--- config.mk ---
export PLATFORM = sky130hd
export DESIGN_NAME = der_tlv_header_parser_core
export DESIGN_NICKNAME = d
export VERILOG_FILES = /design/src/dtlv_pkg.sv /design/src/dtlv_step.sv /design/src/der_tlv_header_parser_core.sv
export SDC_FILE = /design/constraint.sdc
export NUM_CORES = 1
export LEC_CHECK = 0
export BUFFER_PORTS_ARGS = -buffer_cell sky130_fd_sc_hd__buf_2
export CAP_MARGIN = 20
export CORE_AREA = 2 2 159 161
export CTS_CLUSTER_SIZE = 14
export DETAILED_ROUTE_END_ITERATION = 8
export DIE_AREA = 0 0 161 163
export SYNTH_ARGS = -nofsm -noshare
export SYNTH_HDL_FRONTEND = slang
export SYNTH_SLANG_ARGS = --single-unit
--- constraint.sdc ---
create_clock -name clock -period 7.79 [get_ports clock]
set_clock_uncertainty 0.2 [all_clocks]
set_input_delay 0.3895 -clock clock [delete_from_list [all_inputs] [get_ports clock]]
set_output_delay 0.3895 -clock clock [all_outputs]
set_load 0.03 [all_outputs]
--- src/dtlv_pkg.sv ---
// Shared types and constants of the DER TLV header parser.
// Used by dtlv_step, der_tlv_header_parser_core, the checker and the testbench; depends on nothing.
package dtlv_pkg;

   // parser phase
   typedef enum logic [1:0] {
      PH_TAG  = 2'd0,
      PH_LEN  = 2'd1,
      PH_LONG = 2'd2,
      PH_BODY = 2'd3
   } dtlv_phase_type;

   // byte class codes
   localparam logic [1:0] CLS_TAG  = 2'd0;
   localparam logic [1:0] CLS_LEN  = 2'd1;
   localparam logic [1:0] CLS_BODY = 2'd2;

   // status codes
   localparam logic [2:0] ST_OK       = 3'd0;
   localparam logic [2:0] ST_INDEF    = 3'd1;
   localparam logic [2:0] ST_TOOMANY  = 3'd2;
   localparam logic [2:0] ST_NONMIN   = 3'd3;
   localparam logic [2:0] ST_MISMATCH = 3'd4;
   localparam logic [2:0] ST_TRUNC    = 3'd5;

   // command codes
   localparam logic CMD_ANY   = 1'b0;
   localparam logic CMD_MATCH = 1'b1;

   // one result item
   typedef struct packed {
      logic [1:0]  byte_class;
      logic [7:0]  data_out;
      logic        header_done;
      logic [7:0]  tag_out;
      logic [31:0] length_out;
      logic        element_done;
      logic [2:0]  status;
   } dtlv_result_type;

endpackage

--- src/dtlv_step.sv ---
// Per-byte decode of the DER TLV header parser: next state and result item.
// Purely combinational; uses dtlv_pkg.
module dtlv_step #(
   parameter int MAX_LEN_OCTETS = 4
) (
   input  logic [7:0]                             data_byte,
   input  logic                                   command,
   input  logic [7:0]                             required_tag,
   input  logic                                   end_of_input,
   input  dtlv_pkg::dtlv_phase_type               phase_ff,
   input  logic [7:0]                             held_tag_ff,
   input  logic [31:0]                            length_accum_ff,
   input  logic [$clog2(MAX_LEN_OCTETS+1)-1:0]    octets_left_ff,
   input  logic [$clog2(MAX_LEN_OCTETS+1)-1:0]    octets_total_ff,
   input  logic                                   first_octet_zero_ff,
   input  logic [31:0]                            content_left_ff,
   output dtlv_pkg::dtlv_phase_type               phase_in,
   output logic [7:0]                             held_tag_in,
   output logic [31:0]                            length_accum_in,
   output logic [$clog2(MAX_LEN_OCTETS+1)-1:0]    octets_left_in,
   output logic [$clog2(MAX_LEN_OCTETS+1)-1:0]    octets_total_in,
   output logic                                   first_octet_zero_in,
   output logic [31:0]                            content_left_in,
   output dtlv_pkg::dtlv_result_type              result
);

   localparam int CntW = $clog2(MAX_LEN_OCTETS + 1);
   localparam logic [6:0] MaxOct = 7'(MAX_LEN_OCTETS);

   logic            do_finish;
   logic            do_drop;
   logic [31:0]     fin_len;
   logic [CntW-1:0] left_dec;
   logic [31:0]     content_dec;

   always_comb begin
      phase_in            = phase_ff;
      held_tag_in         = held_tag_ff;
      length_accum_in     = length_accum_ff;
      octets_left_in      = octets_left_ff;
      octets_total_in     = octets_total_ff;
      first_octet_zero_in = first_octet_zero_ff;
      content_left_in     = content_left_ff;
      do_finish           = 1'b0;
      do_drop             = 1'b0;
      fin_len             = 32'd0;
      left_dec            = octets_left_ff;
      content_dec         = content_left_ff;

      result.byte_class   = dtlv_pkg::CLS_TAG;
      result.data_out     = data_byte;
      result.header_done  = 1'b0;
      result.length_out   = 32'd0;
      result.element_done = 1'b0;
      result.status       = dtlv_pkg::ST_OK;

      case (phase_ff)
         // tag byte: optional tag check
         dtlv_pkg::PH_TAG: begin
            result.byte_class = dtlv_pkg::CLS_TAG;
            held_tag_in = data_byte;
            if (command == dtlv_pkg::CMD_MATCH && data_byte != required_tag) begin
               result.status = dtlv_pkg::ST_MISMATCH;
               do_drop = 1'b1;
            end else if (end_of_input) begin
               result.status = dtlv_pkg::ST_TRUNC;
               do_drop = 1'b1;
            end else begin
               phase_in = dtlv_pkg::PH_LEN;
            end
         end
         // first length byte: short form or long-form count
         dtlv_pkg::PH_LEN: begin
            result.byte_class = dtlv_pkg::CLS_LEN;
            if (!data_byte[7]) begin
               do_finish = 1'b1;
               fin_len   = {24'd0, data_byte};
            end else if (data_byte[6:0] == 7'd0) begin
               result.status = dtlv_pkg::ST_INDEF;
               do_drop = 1'b1;
            end else if (data_byte[6:0] > MaxOct) begin
               result.status = dtlv_pkg::ST_TOOMANY;
               do_drop = 1'b1;
            end else begin
               octets_total_in     = CntW'(data_byte[6:0]);
               octets_left_in      = CntW'(data_byte[6:0]);
               length_accum_in     = 32'd0;
               first_octet_zero_in = 1'b0;
               phase_in            = dtlv_pkg::PH_LONG;
               if (end_of_input) begin
                  result.status = dtlv_pkg::ST_TRUNC;
                  do_drop = 1'b1;
               end
            end
         end
         // long-form length octets, big-endian
         dtlv_pkg::PH_LONG: begin
            result.byte_class = dtlv_pkg::CLS_LEN;
            first_octet_zero_in = first_octet_zero_ff |
               ((octets_left_ff == octets_total_ff) && (data_byte == 8'd0));
            if (length_accum_ff[31:24] != 8'd0) begin
               result.status = dtlv_pkg::ST_TOOMANY;
               do_drop = 1'b1;
            end else begin
               length_accum_in = {length_accum_ff[23:0], data_byte};
               if (octets_left_ff != '0) begin
                  left_dec = octets_left_ff - CntW'(1);
               end
               octets_left_in = left_dec;
               if (left_dec == '0) begin
                  if (octets_total_ff > CntW'(1) && first_octet_zero_in) begin
                     result.status = dtlv_pkg::ST_NONMIN;
                     do_drop = 1'b1;
                  end else begin
                     do_finish = 1'b1;
                     fin_len   = {length_accum_ff[23:0], data_byte};
                  end
               end else if (end_of_input) begin
                  result.status = dtlv_pkg::ST_TRUNC;
                  do_drop = 1'b1;
               end
            end
         end
         // content bytes
         default: begin
            result.byte_class = dtlv_pkg::CLS_BODY;
            if (content_left_ff != 32'd0) begin
               content_dec = content_left_ff - 32'd1;
            end
            content_left_in = content_dec;
            if (content_dec == 32'd0) begin
               result.element_done = 1'b1;
               do_drop = 1'b1;
            end else if (end_of_input) begin
               result.status = dtlv_pkg::ST_TRUNC;
               do_drop = 1'b1;
            end
         end
      endcase

      // header complete
      if (do_finish) begin
         result.header_done = 1'b1;
         result.length_out  = fin_len;
         if (fin_len == 32'd0) begin
            result.element_done = 1'b1;
            do_drop = 1'b1;
         end else begin
            content_left_in = fin_len;
            phase_in        = dtlv_pkg::PH_BODY;
            if (end_of_input) begin
               result.status      = dtlv_pkg::ST_TRUNC;
               result.header_done = 1'b0;
               result.length_out  = 32'd0;
               do_drop = 1'b1;
            end
         end
      end

      // drop element, wait for next tag
      if (do_drop) begin
         phase_in            = dtlv_pkg::PH_TAG;
         length_accum_in     = 32'd0;
         octets_left_in      = '0;
         octets_total_in     = '0;
         first_octet_zero_in = 1'b0;
         content_left_in     = 32'd0;
      end

      result.tag_out = held_tag_in;
   end

endmodule

--- src/der_tlv_header_parser_core.sv ---
// Top level of the DER TLV header parser: input register, parser state, result register.
// Uses dtlv_pkg and dtlv_step.
//
// Takes a DER stream one byte per item and gives exactly one result item per byte:
// the byte echoed with its class, the element tag, the decoded length on the byte
// that completes the header, element_done on an element's last byte, and a status
// code on errors (after which the parser waits for a new tag). Throughput is one
// byte per cycle while rsp_ready keeps the result register draining; each byte
// passes through the input register and then the result register before its
// result item is offered on rsp_valid. The parser state is updated in the same
// cycle the byte moves from the input register into the result register.
// MAX_LEN_OCTETS (1 to 8) bounds the number of long-form length octets.
module der_tlv_header_parser_core #(
   parameter int MAX_LEN_OCTETS = 4
) (
   input  logic        clock,
   input  logic        reset,
   input  logic        req_valid,
   output logic        req_ready,
   input  logic [7:0]  req_data_byte,
   input  logic        req_command,
   input  logic [7:0]  req_required_tag,
   input  logic        req_end_of_input,
   output logic        rsp_valid,
   input  logic        rsp_ready,
   output logic [1:0]  rsp_byte_class,
   output logic [7:0]  rsp_data_out,
   output logic        rsp_header_done,
   output logic [7:0]  rsp_tag_out,
   output logic [31:0] rsp_length_out,
   output logic        rsp_element_done,
   output logic [2:0]  rsp_status
);

   localparam int CntW = $clog2(MAX_LEN_OCTETS + 1);

   // input register
   logic        in_valid_ff;
   logic [7:0]  data_byte_ff;
   logic        command_ff;
   logic [7:0]  required_tag_ff;
   logic        end_of_input_ff;

   // parser state
   dtlv_pkg::dtlv_phase_type phase_ff, phase_in;
   logic [7:0]      held_tag_ff, held_tag_in;
   logic [31:0]     length_accum_ff, length_accum_in;
   logic [CntW-1:0] octets_left_ff, octets_left_in;
   logic [CntW-1:0] octets_total_ff, octets_total_in;
   logic            first_octet_zero_ff, first_octet_zero_in;
   logic [31:0]     content_left_ff, content_left_in;

   // result register
   logic                      out_valid_ff;
   dtlv_pkg::dtlv_result_type result_ff;
   dtlv_pkg::dtlv_result_type result_in;

   logic advance;

   // handshake
   assign advance   = in_valid_ff && (!out_valid_ff || rsp_ready);
   assign req_ready = !in_valid_ff || advance;

   // input stage
   always_ff @(posedge clock) begin
      if (reset) begin
         in_valid_ff <= 1'b0;
      end else if (req_ready) begin
         in_valid_ff <= req_valid;
      end
   end

   always_ff @(posedge clock) begin
      if (req_valid && req_ready) begin
         data_byte_ff    <= req_data_byte;
         command_ff      <= req_command;
         required_tag_ff <= req_required_tag;
         end_of_input_ff <= req_end_of_input;
      end
   end

   // per-byte decode
   dtlv_step #(
      .MAX_LEN_OCTETS(MAX_LEN_OCTETS)
   ) u_step (
      .data_byte           (data_byte_ff),
      .command             (command_ff),
      .required_tag        (required_tag_ff),
      .end_of_input        (end_of_input_ff),
      .phase_ff            (phase_ff),
      .held_tag_ff         (held_tag_ff),
      .length_accum_ff     (length_accum_ff),
      .octets_left_ff      (octets_left_ff),
      .octets_total_ff     (octets_total_ff),
      .first_octet_zero_ff (first_octet_zero_ff),
      .content_left_ff     (content_left_ff),
      .phase_in            (phase_in),
      .held_tag_in         (held_tag_in),
      .length_accum_in     (length_accum_in),
      .octets_left_in      (octets_left_in),
      .octets_total_in     (octets_total_in),
      .first_octet_zero_in (first_octet_zero_in),
      .content_left_in     (content_left_in),
      .result              (result_in)
   );

   // parser state update
   always_ff @(posedge clock) begin
      if (reset) begin
         phase_ff            <= dtlv_pkg::PH_TAG;
         held_tag_ff         <= 8'd0;
         length_accum_ff     <= 32'd0;
         octets_left_ff      <= '0;
         octets_total_ff     <= '0;
         first_octet_zero_ff <= 1'b0;
         content_left_ff     <= 32'd0;
      end else if (advance) begin
         phase_ff            <= phase_in;
         held_tag_ff         <= held_tag_in;
         length_accum_ff     <= length_accum_in;
         octets_left_ff      <= octets_left_in;
         octets_total_ff     <= octets_total_in;
         first_octet_zero_ff <= first_octet_zero_in;
         content_left_ff     <= content_left_in;
      end
   end

   // result stage
   always_ff @(posedge clock) begin
      if (reset) begin
         out_valid_ff <= 1'b0;
      end else if (!out_valid_ff || rsp_ready) begin
         out_valid_ff <= in_valid_ff;
      end
   end

   always_ff @(posedge clock) begin
      if (advance) begin
         result_ff <= result_in;
      end
   end

   assign rsp_valid        = out_valid_ff;
   assign rsp_byte_class   = result_ff.byte_class;
   assign rsp_data_out     = result_ff.data_out;
   assign rsp_header_done  = result_ff.header_done;
   assign rsp_tag_out      = result_ff.tag_out;
   assign rsp_length_out   = result_ff.length_out;
   assign rsp_element_done = result_ff.element_done;
   assign rsp_status       = result_ff.status;

   // a reported header never carries an error
   assert property (@(posedge clock) disable iff (reset)
      rsp_valid && rsp_header_done |-> rsp_status == dtlv_pkg::ST_OK)
      else $error("header_done with error status");

   // element ending on a length byte is a zero-length header
   assert property (@(posedge clock) disable iff (reset)
      rsp_valid && rsp_element_done && rsp_byte_class == dtlv_pkg::CLS_LEN
      |-> rsp_header_done && rsp_length_out == 32'd0)
      else $error("element_done on length byte without empty header");

   // content phase always has bytes left
   assert property (@(posedge clock) disable iff (reset)
      phase_ff == dtlv_pkg::PH_BODY |-> content_left_ff != 32'd0)
      else $error("content phase with zero bytes left");

   // long-form phase always has octets left
   assert property (@(posedge clock) disable iff (reset)
      phase_ff == dtlv_pkg::PH_LONG |-> octets_left_ff != '0)
      else $error("long-form phase with no octets left");

endmodule

# Word level (Yosys, flattened, before mapping)

Cells that the tools add are included.

Bits in registers: 156
Input port bits: 22
Output and inout bits: 57
Logic and storage cells: 143

$add $sub $neg: 2
Order comparisons: 2
Eq/ne operators: 10
Mux-type cells: 82
Bitwise operators: 1
Reduce and logical (&&, ||, !) cells: 26

Operator list:

| cell                                                                             | count |
|---|---|
| 32-bit two-way mux                                                               | 16 |
| 32-bit one-hot mux with 2 select lines                                           | 2 |
| 32-bit logical NOT                                                               | 2 |
| 3-bit two-way mux                                                                | 20 |
| 32-bit nonzero test                                                              | 1 |
| 32-bit by 1-bit subtractor with 32-bit output (second input constant)            | 1 |
| 1-bit two-way mux                                                                | 25 |
| 2-bit two-way mux                                                                | 9 |
| 3-bit by 2-bit inequality test with 1-bit output (second input constant)         | 4 |
| 5-bit AND reduction                                                              | 2 |
| 3-bit one-hot mux with 3 select lines                                            | 1 |
| 8-bit logical NOT                                                                | 1 |
| 8-bit two-way mux                                                                | 1 |
| 8-bit inequality test                                                            | 1 |
| 2-bit one-hot mux with 2 select lines                                            | 2 |
| 8-bit nonzero test                                                               | 1 |
| 7-bit by 3-bit greater-than comparator with 1-bit output (second input constant) | 1 |
| 7-bit logical NOT                                                                | 1 |
| 7-bit two-way mux                                                                | 1 |
| 3-bit one-hot mux with 2 select lines                                            | 1 |
| 6-bit AND reduction                                                              | 1 |
| 3-bit nonzero test                                                               | 2 |
| 1-bit logical AND                                                                | 5 |
| 4-bit two-way mux                                                                | 1 |
| 16 further kinds                                                                 | 21 |

# Longest topological paths before layout

Gate-level depths: netlist of the first run.

Depth in word-level cells: 13
Gate-level depth with buffers: 14

# By module

A second synthesis of the first run with hierarchy kept.

Cells, all modules: 1030
Area, all modules: 9968.3 um^2

By module, submodules not included:

| module                     | instances | cells an instance | area each (um^2) | sequential area each (um^2) |
|---|---|---|---|---|
| der_tlv_header_parser_core | 1         | 434               | 5980.7           | 3853.7 |
| dtlv_step                  | 1         | 596               | 3987.6           | 0.0 |

# Least setup slack after synthesis of the first run

OpenSTA, ideal clock, no wires.

Path type: reg-to-reg
From: register content_left_ff[0]
To: register length_accum_ff[24]
Setup time: 0.139 ns
Data arrival time: 3.200 ns
Required time: 7.451 ns
Slack: 4.250 ns
Cell stages (with the launch flop): 15
Buffers on the path: 3
Period minus slack after synthesis: 3.540 ns
Cell sequence: dfxtp_1 buf_6 inv_1 ha_1 or3b_2 or4_1 nand2_1 and4_1 nand4_2 nor4_4 a21oi_4 buf_2 clkbuf_1 o211ai_1 o41ai_2

Longest elaborated chain between the ends: 11
Elaborated cells on any way between the ends: 17
Those cells by class: add/sub (1); eq/ne (4); mux (8); reduce/logical (4)

RTL lines:

| element                                                                                                        | line                               | text |
|---|---|---|
| start: declaration                                                                                             | der_tlv_header_parser_core.sv:51   | `logic [31:0] content_left_ff, content_left_in;` |
| start signal: assignment                                                                                       | der_tlv_header_parser_core.sv:124  | `content_left_ff <= content_left_in;` |
| 32-bit by 1-bit subtractor with 32-bit output / 32-bit nonzero test (equally long branches)                    | dtlv_step.sv:128, dtlv_step.sv:127 |  |
| 32-bit two-way mux (*)                                                                                         | dtlv_step.sv:127                   | `if (content_left_ff != 32'd0) begin` |
| 32-bit two-way mux (*)                                                                                         | dtlv_step.sv:57                    | `case (phase_ff)` |
| 32-bit logical NOT (*)                                                                                         | dtlv_step.sv:131                   | `if (content_dec == 32'd0) begin` |
| 1-bit two-way mux (*)                                                                                          | dtlv_step.sv:131                   |  |
| 1-bit one-hot mux with 3 select lines (*)                                                                      | dtlv_step.sv:57                    |  |
| 1-bit two-way mux                                                                                              | dtlv_step.sv:151                   | `if (end_of_input) begin` |
| 1-bit two-way mux                                                                                              | dtlv_step.sv:145                   | `if (fin_len == 32'd0) begin` |
| 1-bit two-way mux (*)                                                                                          | dtlv_step.sv:142                   | `if (do_finish) begin` |
| 3-bit by 2-bit inequality test with 1-bit output (no source line) / 3-bit nonzero test (equally long branches) | n/a                                |  |
| 6-bit AND reduction (no source line)                                                                           | n/a                                |  |
| end signal: assignment                                                                                         | der_tlv_header_parser_core.sv:120  | `length_accum_ff <= length_accum_in;` |
| end: declaration                                                                                               | der_tlv_header_parser_core.sv:47   | `logic [31:0] length_accum_ff, length_accum_in;` |

Every way passes the cells marked *; elsewhere a longest branch is shown, timed or not. The select of a mux whose other input is x is not followed.
A chain may end at the register's enable or synchronous reset.

# Worst setup path after layout of the first run

From: register data_byte_ff[2]
To: register length_accum_ff[17]

Longest elaborated chain between the ends: 13
Elaborated cells on any way between the ends: 36
Those cells by class: order compare (1); eq/ne (5); mux (21); bitwise (1); reduce/logical (8)

RTL lines:

| element                                                                                                        | line                               | text |
|---|---|---|
| start: declaration                                                                                             | der_tlv_header_parser_core.sv:39   | `logic [7:0] data_byte_ff;` |
| start signal: assignment                                                                                       | der_tlv_header_parser_core.sv:75   | `data_byte_ff <= req_data_byte;` |
| 8-bit logical NOT                                                                                              | dtlv_step.sv:100                   | `((octets_left_ff == octets_total_ff) && (data_byte == 8'd0));` |
| 1-bit logical AND                                                                                              | dtlv_step.sv:100                   |  |
| 1-bit bitwise OR                                                                                               | dtlv_step.sv:99                    | `first_octet_zero_in = first_octet_zero_ff \|` |
| 1-bit logical AND                                                                                              | dtlv_step.sv:111                   | `if (octets_total_ff > CntW'(1) && first_octet_zero_in) begin` |
| 32-bit two-way mux / 1-bit two-way mux (equally long branches)                                                 | dtlv_step.sv:111                   |  |
| 32-bit two-way mux / 1-bit two-way mux (equally long branches)                                                 | dtlv_step.sv:110                   | `if (left_dec == '0) begin` |
| 32-bit two-way mux / 1-bit two-way mux (equally long branches)                                                 | dtlv_step.sv:101                   | `if (length_accum_ff[31:24] != 8'd0) begin` |
| 32-bit one-hot mux with 2 select lines / 1-bit one-hot mux with 3 select lines (equally long branches)         | dtlv_step.sv:57                    |  |
| 32-bit logical NOT / 1-bit two-way mux (equally long branches)                                                 | dtlv_step.sv:145, dtlv_step.sv:151 |  |
| 1-bit two-way mux                                                                                              | dtlv_step.sv:145                   |  |
| 1-bit two-way mux                                                                                              | dtlv_step.sv:142                   |  |
| 3-bit by 2-bit inequality test with 1-bit output (no source line) / 3-bit nonzero test (equally long branches) | n/a                                |  |
| 6-bit AND reduction (no source line)                                                                           | n/a                                |  |

Several ways; a longest one is shown, not always the timed one.

==> results.toml, run 1 <==
[outcome]
status = "completed"

[global_route]
grt_pass1_wl_um = 38800
grt_overflow_total = 0
grt_antenna_before_repair = 0
grt_pass1_vias = 6734
grt_max_degree = 80
grt.total_usage_pct = 18.9

[setup_path]
cp_cell_sequence = "or4_1 -> nand4b_1 -> o31ai_2 -> nor2_2 -> buf_4 -> o2bb2a_1 -> a21oi_2 -> nand3_2 -> o41ai_1"
critical_path_class = "reg -> reg"
crit_slowest_cell = "nand3_2"
crit_arrival_ps = 4520
r2r_setup_slack_ps = 3380
crit_path_end_kind = "register"
startpoint_type = "register"
max_stage_delay_ps = 660
required_ps = 7900
crit_fanout = 33

[flow_run]
cap_viol_max_count = 0

[final_layout]
num_antenna_cells = 0
area_growth_pct = 15.5
fin_area_sq_um = 9830
drive_gt1_share_pct = 18.2
nFillCells = 2449
nets = 972
final_cells = 1284

[clocking]
cts_tree = "built"
path_clk_slew_ps = 70
cts_setup_buffers = 0
cts_root_buf = "clkbuf_16"
cts_sinks = 156
cts_inserted_buffers = 17
htreeDepth = 4
hold_buffers = 19
cts_resized = 0
cts_buffer_depth = 2
clkLatencyLatePin_ps = 430

[placement]
dpl.hpwl_um = 16500
port_buffers = 78
place_congestion = 0.950
place_area_sq_um = 9050
dp.cells = 1233

[synth]
yosys.area.top_type = "edfxtp_1"
netlist_instances = 893
synth-edff-count = 73
ys_seq_area_share_pct = 45.3
postSynth.asyncResetShare_pct = 0
syn-cell-area_sq_um = 8510
syn-num-nets = 924
synth_top_area_share_pct = 25.7
synth_cell_types = 78
synth_area_leaders = "edfxtp_1 26%, dfxtp_1 20%, nor2_1 4.2%"
yosysMostFrequentCell = "nor2_1"
synth.ff_latch_count = 156
syn_area_per_cell_sq_um = 9.53
ys.warnings.count = 0
synth_top_flop_cell = "dfxtp_1"
synth_commonest_cells = "96 x nor2_1, 83 x dfxtp_1, 73 x edfxtp_1"

[floorplan]
dieArea_sq_um = 26200
core_area_sq_um = 24700
start_util_pct = 34.5
die_x_um = 161
io_pins = 79
rows = 58
fp.dieH_um = 163

[pwr]
power_w = 0.00186
cellPowerDensity_nw_per_um2 = 189
peakVddDrop_mv = 0.137
power.leakage_nw = 3.50

[timing]
fmax_ghz = 0.227
setup-tns-final_ps = 0
tightest_slew_ps = 960
setup_viol = 0
slew_headroom_pct = 36.0
final-hold-violation-count = 0
timing.final.crit_share_pct = 56.6
rsz0062_at_grt = "no"
slew_violations = 0
min_period_ps = 4410

[drt]
drc = 0
via_count = 7329
via_per_inst = 5.71
ant_nets = 0
wl_per_cell_um = 19.1
drt_pass1_iterations = 5
routed_wirelength_um = 24600
drt_iter0_markers = 717

[worst_hold_path]
hp-class = "in -> reg"
through the flow:
| step | setup WS (ps) | hold slack, ps | util [%] |
|---|---|---|---|
| 5_1_grt | 3100 | 94.1 | 39.9 |
| 4_1_cts | 3370 | 62.7 | 39.9 |
| 3_5_place_dp | 3430 | 248 | 36.7 |
| 3_3_place_gp | 3430 | 238 | 36.7 |
| 2_1_floorplan | 4250 | 224 | - |
| 6_report | 3380 | 78.8 | 39.9 |
registers in the layout (all words and copies together) (netlist names), 2 cells and up:
register,count
held_tag_ff,8
rsp_length_out,32
rsp_tag_out,8
octets_total_ff,3
required_tag_ff,8
rsp_byte_class,2
octets_left_ff,3
rsp_data_out,8
length_accum_ff,32
content_left_ff,32
rsp_status,3
phase_ff,2
data_byte_ff,8
logic make-up after synthesis:
logic type	Yosys count	synth area share (%)
AND/OR/NAND/NOR	345	21.6
AO/OA/AOI/OAI	210	19.9
flip-flops	156	45.3
buffers and inverters	118	5.94
XOR/XNOR	42	4.32
multiplexers	13	1.68
adder cells (fa/ha/maj)	9	1.32
cell usage in the layout, fill, tap and decap left out, types with 11 or more instances in the layout:
cell type and n:
a21oi_1 24, a22oi_1 25, a32oi_1 28, and2_1 11, buf_2 78, clkbuf_16 17, dfxtp_1 83, dlygate4sd3_1 19
edfxtp_1 73, inv_1 39, nand2_1 61, nand3_1 19, nand4_1 20, nor2_1 95, nor3_1 48, nor4_1 21
o211ai_1 27, o21ai_0 15, o41ai_2 16, xnor2_1 27, xor2_1 15
routing by layer:
layer | GRT usage [%] | part of all wire [%]
met1 | 25.8 | 45
met2 | 30.4 | 48
met3 | 3.46 | 5.7
met4 | 5.68 | 1.7
met5 | 0 | 0
where the power goes:
group	total (W)	switching (W)	internal (W)
Clock	0.000841	0.000366	0.000475
Combinational	0.000126	0.0000910	0.0000346
Sequential	0.000893	0.0000145	0.000879
Total	0.00186	0.000471	0.00139
worst max-delay path, delay by kind of cell (launching register included):
family | cells | cell delay, ps
simple gates | 4 | 1610
compound gates | 4 | 1550
flops | 1 | 640
buf+inv | 1 | 260
final timing paths:
path,from,endpoint,depth (start not counted)
setup reg to reg,data_byte_ff[2]$_DFFE_PP_,length_accum_ff[17]$_SDFFE_PP0P_,9
hold / removal,rsp_ready,rsp_valid$_SDFFE_PP0P_,4
hold reg to reg,held_tag_ff[4]$_SDFFE_PP0P_,held_tag_ff[4]$_SDFFE_PP0P_,2
setup / recovery,data_byte_ff[2]$_DFFE_PP_,length_accum_ff[17]$_SDFFE_PP0P_,9
final cells by class:
cell class	instances	area [sq um]	share of cell area [%]
multi-input combinational	619	4170	42.4
sequential	156	3850	39.2
timing repair buffer	107	656	6.67
clock buffer	20	467	4.75
tap	330	413	4.20
inverter	40	150	1.53
clock inverter	12	128	1.30
Note: power is estimated with default switching activity, not from simulation.
==> run 2, diff against run 1 <==
--- a/config.mk
+++ b/config.mk
@@ -5,12 +5,13 @@
 export SDC_FILE = /design/constraint.sdc
 export NUM_CORES = 1
 export LEC_CHECK = 0
+export ABC_AREA = 1
 export BUFFER_PORTS_ARGS = -buffer_cell sky130_fd_sc_hd__buf_2
 export CAP_MARGIN = 20
-export CORE_AREA = 2 2 159 161
+export CORE_AREA = 2 2 161 163
 export CTS_CLUSTER_SIZE = 14
 export DETAILED_ROUTE_END_ITERATION = 8
-export DIE_AREA = 0 0 161 163
+export DIE_AREA = 0 0 163 165
 export SYNTH_ARGS = -nofsm -noshare
 export SYNTH_HDL_FRONTEND = slang
 export SYNTH_SLANG_ARGS = --single-unit
==> constraint.sdc (replaced) <==
create_clock -name clock -period 3.7 [get_ports clock]
set_clock_uncertainty 0.2 [all_clocks]
set_input_delay 0.185 -clock clock [delete_from_list [all_inputs] [get_ports clock]]
set_output_delay 0.185 -clock clock [all_outputs]
set_load 0.03 [all_outputs]
==> run 2 against run 1 <==
  * Area after synthesis increased by 2.2%
  * Register-to-register slack got worse by 3000 ps
  * Final cell count is 29% higher
  * Wire length increased by 5.8%
  * Utilization grew 1.2 points
  * Count of clock-buffer cells in the layout fell by 2
  * Combinational power increased to 3.2 times the previous value
  * Flip-flop and latch count did not move
  * Critical path type unchanged
  * Critical endpoint is now content_left_ff[12]$_SDFFE_PP0P_
  * Highest routed layer unchanged
==> results.toml, run 2 <==
[outcome]
status = "completed"

[timing]
tightest_slew_ps = 788
layout_setup_ws_ps = 385
final-hold-violation-count = 0
fmax_ghz = 0.302
slew_violations = 0
min_period_ps = 3310
setup_viol = 0
timing.final.crit_share_pct = 89.6
setup-tns-final_ps = 0
rsz0062_at_grt = "no"
slew_headroom_pct = 47.5

[setup_path]
cp_common_cell = "nand2_1"
timing.rr.end = "content_left_ff[12]$_SDFFE_PP0P_"
reg2regPathDepth = 20
r2r-start = "content_left_ff[0]$_SDFFE_PP0P_"
r2r_setup_slack_ps = 390
max_stage_delay_ps = 450
critical_path_class = "reg -> reg"
cp-startpoint = "content_left_ff[0]$_SDFFE_PP0P_"
startpoint_type = "register"
required_ps = 3840
crit_slowest_cell = "nor2_4"
worst-path-buf-inv = 2
cp_cell_sequence = "inv_1 -> ha_2 -> inv_1 -> nor2_1 -> nand2_1 -> nor2_1 -> nand2_1 -> nand2_1 -> nand2_1 -> nand2_1 -> nor2_1 -> nand2_1 -> nor2_1 -> nand3_1 -> nand2_2 -> nand2_2 -> nand2_2 -> nor2_4 -> nand2_1 -> a21oi_1"
critPathTopFamily = "simple AND/OR/NAND/NOR gates"
crit_arrival_ps = 3450
crit_fanout = 17
crit_path_end_kind = "register"

[synth]
synth_top_area_share_pct = 25.2
yosys.area.top_type = "edfxtp_1"
netlist_instances = 1217
syn-cell-area_sq_um = 8700
synth.ff_latch_count = 156
synth_commonest_cells = "350 x nand2_1, 187 x nor2_1, 106 x inv_1"
synth-edff-count = 73
synth_area_leaders = "edfxtp_1 25%, dfxtp_1 19%, nand2_1 15%"
yosysMostFrequentCell = "nand2_1"
ys.warnings.count = 0
synth_cell_types = 40
ys_seq_area_share_pct = 44.3
postSynth.asyncResetShare_pct = 0
synth_top_flop_cell = "dfxtp_1"
syn_area_per_cell_sq_um = 7.15
syn-num-nets = 1248

[clocking]
cts_root_buf = "clkbuf_16"
htreeDepth = 4
cts_setup_buffers = 0
cts_tree = "built"
cts_buffer_depth = 2
cts_sinks = 156
cts_inserted_buffers = 17
path_clk_slew_ps = 70
clkLatencyLatePin_ps = 430

[worst_hold_path]
holdPathStages = 2
min_from = "reset"
hp-class = "in -> reg"
hold_end = "content_left_ff[1]$_SDFFE_PP0P_"

[pwr]
power.leakage_nw = 4.49
peakVddDrop_mv = 0.316
cellPowerDensity_nw_per_um2 = 392

[global_route]
grt_overflow_total = 0
grt_antenna_before_repair = 0
grt.total_usage_pct = 19.7
grt_pass1_vias = 7640
grt_max_degree = 52
grt_pass1_wl_um = 41200

[floorplan]
core_area_sq_um = 25000
dieArea_sq_um = 26900
io_pins = 79
die_x_um = 163
fp.dieH_um = 165
rows = 58
start_util_pct = 34.8

[placement]
dp.cells = 1598
dp_worst_setup_slack_ps = 192
place_congestion = 0.930
port_buffers = 78
dpl.hpwl_um = 18900

[final_layout]
nFillCells = 2581
num_antenna_cells = 0
drive_gt1_share_pct = 13.4
final_cells = 1653
final_cell_mix = "350 x nand2_1, 187 x nor2_1, 105 x inv_1"
area_growth_pct = 18.1
final_common_cell = "nand2_1"
nets = 1341

[drt]
via_per_inst = 4.98
drt_pass1_iterations = 5
drt_iter0_markers = 845
ant_nets = 0
routed_wirelength_um = 26000
wl_per_cell_um = 15.7
drc = 0
via_count = 8225

[flow_run]
cap_viol_max_count = 0
-- run 2: power by group --
group	leakage [nW]	total, W	internal (W)	switching, W
Combinational	2.85	0.000404	0.000120	0.000284
Clock	0.281	0.00170	0.000923	0.000776
Sequential	1.36	0.00192	0.00188	0.0000378
Total	4.49	0.00402	0.00292	0.00110
-- run 2: final cells by class --
type / instances / area [sq um] / area share, %
multi-input cells: 896 / 4160 / 40.5
flip-flops and latches: 156 / 3850 / 37.5
repair buffers: 129 / 857 / 8.34
clock buffers: 18 / 450 / 4.38
inverters: 110 / 413 / 4.02
well taps: 330 / 413 / 4.02
clock inverters: 14 / 125 / 1.22
-- run 2: metrics by stage --
step,cell area [sq um],power (W),hold slack [ps],utilization (%)
floorplan,8700,0.00222,83.9,-
global placement,9460,0.00234,163,37.8
detailed placement,9460,0.00234,164,37.8
CTS,10300,0.00405,148,41.0
global route,10300,0.00417,176,41.0
finish,10300,0.00402,156,41.0
-- run 2: cell families (layout without fill, tap and decap cells) --
kind of cell	count (synthesis)	count (layout)	synth area share [%]
xor+xnor	20	20	2.01
compound gates	183	183	11.4
flops	156	156	44.3
buf+inv	166	271	8.05
fa+ha+maj	9	9	1.29
simple gates	683	684	33.0
-- run 2: worst max-delay path by stage --
stage | end | slack, ps | cells after the start
floorplan | length_accum_ff[3]$_SDFFE_PP0P_ | 810 | 7
global placement | content_left_ff[20]$_SDFFE_PP0P_ | 240 | 20
detailed placement | content_left_ff[20]$_SDFFE_PP0P_ | 190 | 20
CTS | content_left_ff[20]$_SDFFE_PP0P_ | 170 | 20
global route | length_accum_ff[28]$_SDFFE_PP0P_ | 50 | 21
finish | content_left_ff[12]$_SDFFE_PP0P_ | 390 | 20
-- run 2: repair_timing --
item                       4_1_cts  5_1_grt
hold endpoints to repair        20        0
setup endpoints to repair        0       38
hold buffers                    22        0
resized for setup                0        3
-- run 2: per-layer routing --
layer | global-route usage (%) | vias up | routed length [um]
met1 | 25.9 | 3808 | 11500
li1 | - | 4132 | -
met5 | 0 | - | 0
met3 | 3.09 | 48 | 1270
met4 | 6.56 | 0 | 610
met2 | 33.1 | 237 | 12600
==> run 3, diff against run 2 <==
--- a/config.mk
+++ b/config.mk
@@ -9,6 +9,7 @@
 export BUFFER_PORTS_ARGS = -buffer_cell sky130_fd_sc_hd__buf_2
 export CAP_MARGIN = 20
 export CORE_AREA = 2 2 161 163
+export CTS_BUF_LIST = sky130_fd_sc_hd__clkbuf_8
 export CTS_CLUSTER_SIZE = 14
 export DETAILED_ROUTE_END_ITERATION = 8
 export DIE_AREA = 0 0 163 165
==> run 3 against run 2 <==
  * Critical path depth unchanged
  * Fmax decreased by 0.78%
  * Combinational power about the same
  * Non-clock buffer count increased by 2
  * Global-route usage about the same
  * Wire length increased by 0.12%
  * Hold slack got worse by 34 ps
  * Sequential share of layout area increased by 0.59 points
  * Utilization decreased by 0.63 points
  * Sequential power about the same
  * Die area unchanged
  * Largest cell class unchanged
  * Largest power group unchanged
==> results.toml, run 3 (synthesis results as in run 2) <==
[outcome]
status = "completed"

[timing]
final-hold-violation-count = 0
tightest_slew_ps = 811
setup-tns-final_ps = 0
holdWs_ps = 122
fmax_ghz = 0.299
slew_headroom_pct = 45.9
timing.final.crit_share_pct = 90.3
setup_viol = 0
slew_violations = 0
rsz0062_at_grt = "no"
min_period_ps = 3340

[pwr]
combPwrFrac_pct = 11.3
intPower_w = 0.00256
cellPowerDensity_nw_per_um2 = 356
power.share.clock_pct = 35.5
switchingPower_w = 0.00105
power.leakage_nw = 4.42
seq_power_share_pct = 53.2
p_sw_share_pct = 29.1
peakVddDrop_mv = 0.200

[global_route]
grt_pass1_vias = 7664
grt_max_degree = 52
grt_overflow_total = 0
grt_busiest_layer = "met2"
grt_use_met2_pct = 33.2
grt_pass1_wl_um = 41000
grt_antenna_before_repair = 0
grt.total_usage_pct = 19.7
gr-usage-met3_pct = 2.89
grtUsageMet1_pct = 25.9

[floorplan]
dieArea_sq_um = 26900
rows = 58
core_area_sq_um = 25000
start_util_pct = 34.8
io_pins = 79
fp.dieH_um = 165
die_x_um = 163

[drt]
via_per_inst = 4.96
routed_wirelength_um = 26000
drt_pass1_iterations = 5
drc = 0
via_count = 8205
ant_nets = 0
wl_per_cell_um = 15.7
drt_iter0_markers = 716

[final_layout]
num_antenna_cells = 0
fin_area_sq_um = 10100
nFillCells = 2606
nets = 1343
drive_gt1_share_pct = 13.5
final_common_cell = "nand2_1"
area_growth_pct = 16.2
final_cell_mix = "350 x nand2_1, 187 x nor2_1, 105 x inv_1"

[setup_path]
startpoint_type = "register"
reg2regPathDepth = 20
critical_path_class = "reg -> reg"
cp_common_cell = "nand2_1"
r2r-start = "content_left_ff[0]$_SDFFE_PP0P_"
timing.rr.end = "phase_ff[0]$_SDFFE_PP0P_"
required_ps = 3870
critPathTopFamily = "simple AND/OR/NAND/NOR gates"
crit_path_end_kind = "register"
r2r_setup_slack_ps = 360
worst-path-buf-inv = 2
cp_cell_sequence = "inv_1 -> ha_2 -> inv_1 -> nor2_1 -> nand2_1 -> nor2_1 -> nand2_1 -> nand2_1 -> nand2_1 -> nand2_1 -> nor2_1 -> nand2_1 -> nor2_1 -> nand3_1 -> nand2_2 -> nand2_2 -> nand2_2 -> nor2_4 -> nand2_1 -> a21oi_1"
max_stage_delay_ps = 480
crit_arrival_ps = 3510
crit_slowest_cell = "nor2_4"
crit_fanout = 17

[worst_hold_path]
holdPathStages = 2
hp-class = "in -> reg"
hold_end = "content_left_ff[0]$_SDFFE_PP0P_"
min_from = "reset"

[placement]
place_congestion = 0.930
port_buffers = 78
dpl.hpwl_um = 18900
place_area_sq_um = 9460

[clocking]
cts_buffer_depth = 2
clkLatencyLatePin_ps = 460
cts_tree = "built"
cts_root_buf = "clkbuf_8"
cts_inserted_buffers = 17
cts_sinks = 156
htreeDepth = 4
path_clk_slew_ps = 90

[flow_run]
cap_viol_max_count = 0
==> run 3: worst max path at each step <==
stage	from	end	slack [ps]	cells past startpoint
6_report	content_left_ff[0]$_SDFFE_PP0P_	phase_ff[0]$_SDFFE_PP0P_	360	20
5_1_grt	content_left_ff[0]$_SDFFE_PP0P_	length_accum_ff[28]$_SDFFE_PP0P_	30	21
4_1_cts	content_left_ff[0]$_SDFFE_PP0P_	content_left_ff[12]$_SDFFE_PP0P_	170	20
3_5_place_dp	content_left_ff[0]$_SDFFE_PP0P_	content_left_ff[20]$_SDFFE_PP0P_	190	20
3_3_place_gp	content_left_ff[0]$_SDFFE_PP0P_	content_left_ff[20]$_SDFFE_PP0P_	240	20
2_1_floorplan	rsp_valid$_SDFFE_PP0P_	length_accum_ff[3]$_SDFFE_PP0P_	810	7
==> run 3: power groups by stage <==
stage	Clock, W	Combinational [W]	Sequential (W)
floorplan	0	0.000211	0.00201
global placement	0	0.000379	0.00196
detailed placement	0	0.000382	0.00196
CTS	0.00130	0.000401	0.00192
global route	0.00137	0.000450	0.00193
finish	0.00128	0.000406	0.00192
==> run 3: through the flow <==
stage / total power [W] / worst slack, ps / util (%) / instances
after floorplan: 0.00222 / 808 / - / 1217
after global placement: 0.00234 / 240 / 37.8 / 1598
after detailed placement: 0.00234 / 192 / 37.8 / 1598
after CTS: 0.00362 / 166 / 40.2 / 1652
after global routing: 0.00375 / 28.1 / 40.4 / 1655
final: 0.00361 / 359 / 40.4 / 1655
==> run 3: layer usage <==
layer,routed length [um],share of wire [%]
met5,0,0
met4,533,2.0
met3,1300,5.0
met2,12700,49
met1,11500,44
==> run 3: repair_timing <==
item | 4_1_cts | 5_1_grt
setup buffers | 0 | 2
hold buffers | 22 | 0
hold endpoints to repair | 20 | 0
setup endpoints to repair | 0 | 43
gates resized for setup | 0 | 3
==> run 3: layout make-up <==
class                           count  area (sq um)  share of cell area (%)
Timing Repair Buffer              131           885                    8.75
Clock inverter                     15           155                    1.53
Multi-Input combinational cell    896          4160                    41.1
Inverter                          110           413                    4.08
Sequential cell                   156          3850                    38.1
Clock buffer                       17           234                    2.31
Tap cell                          330           413                    4.08
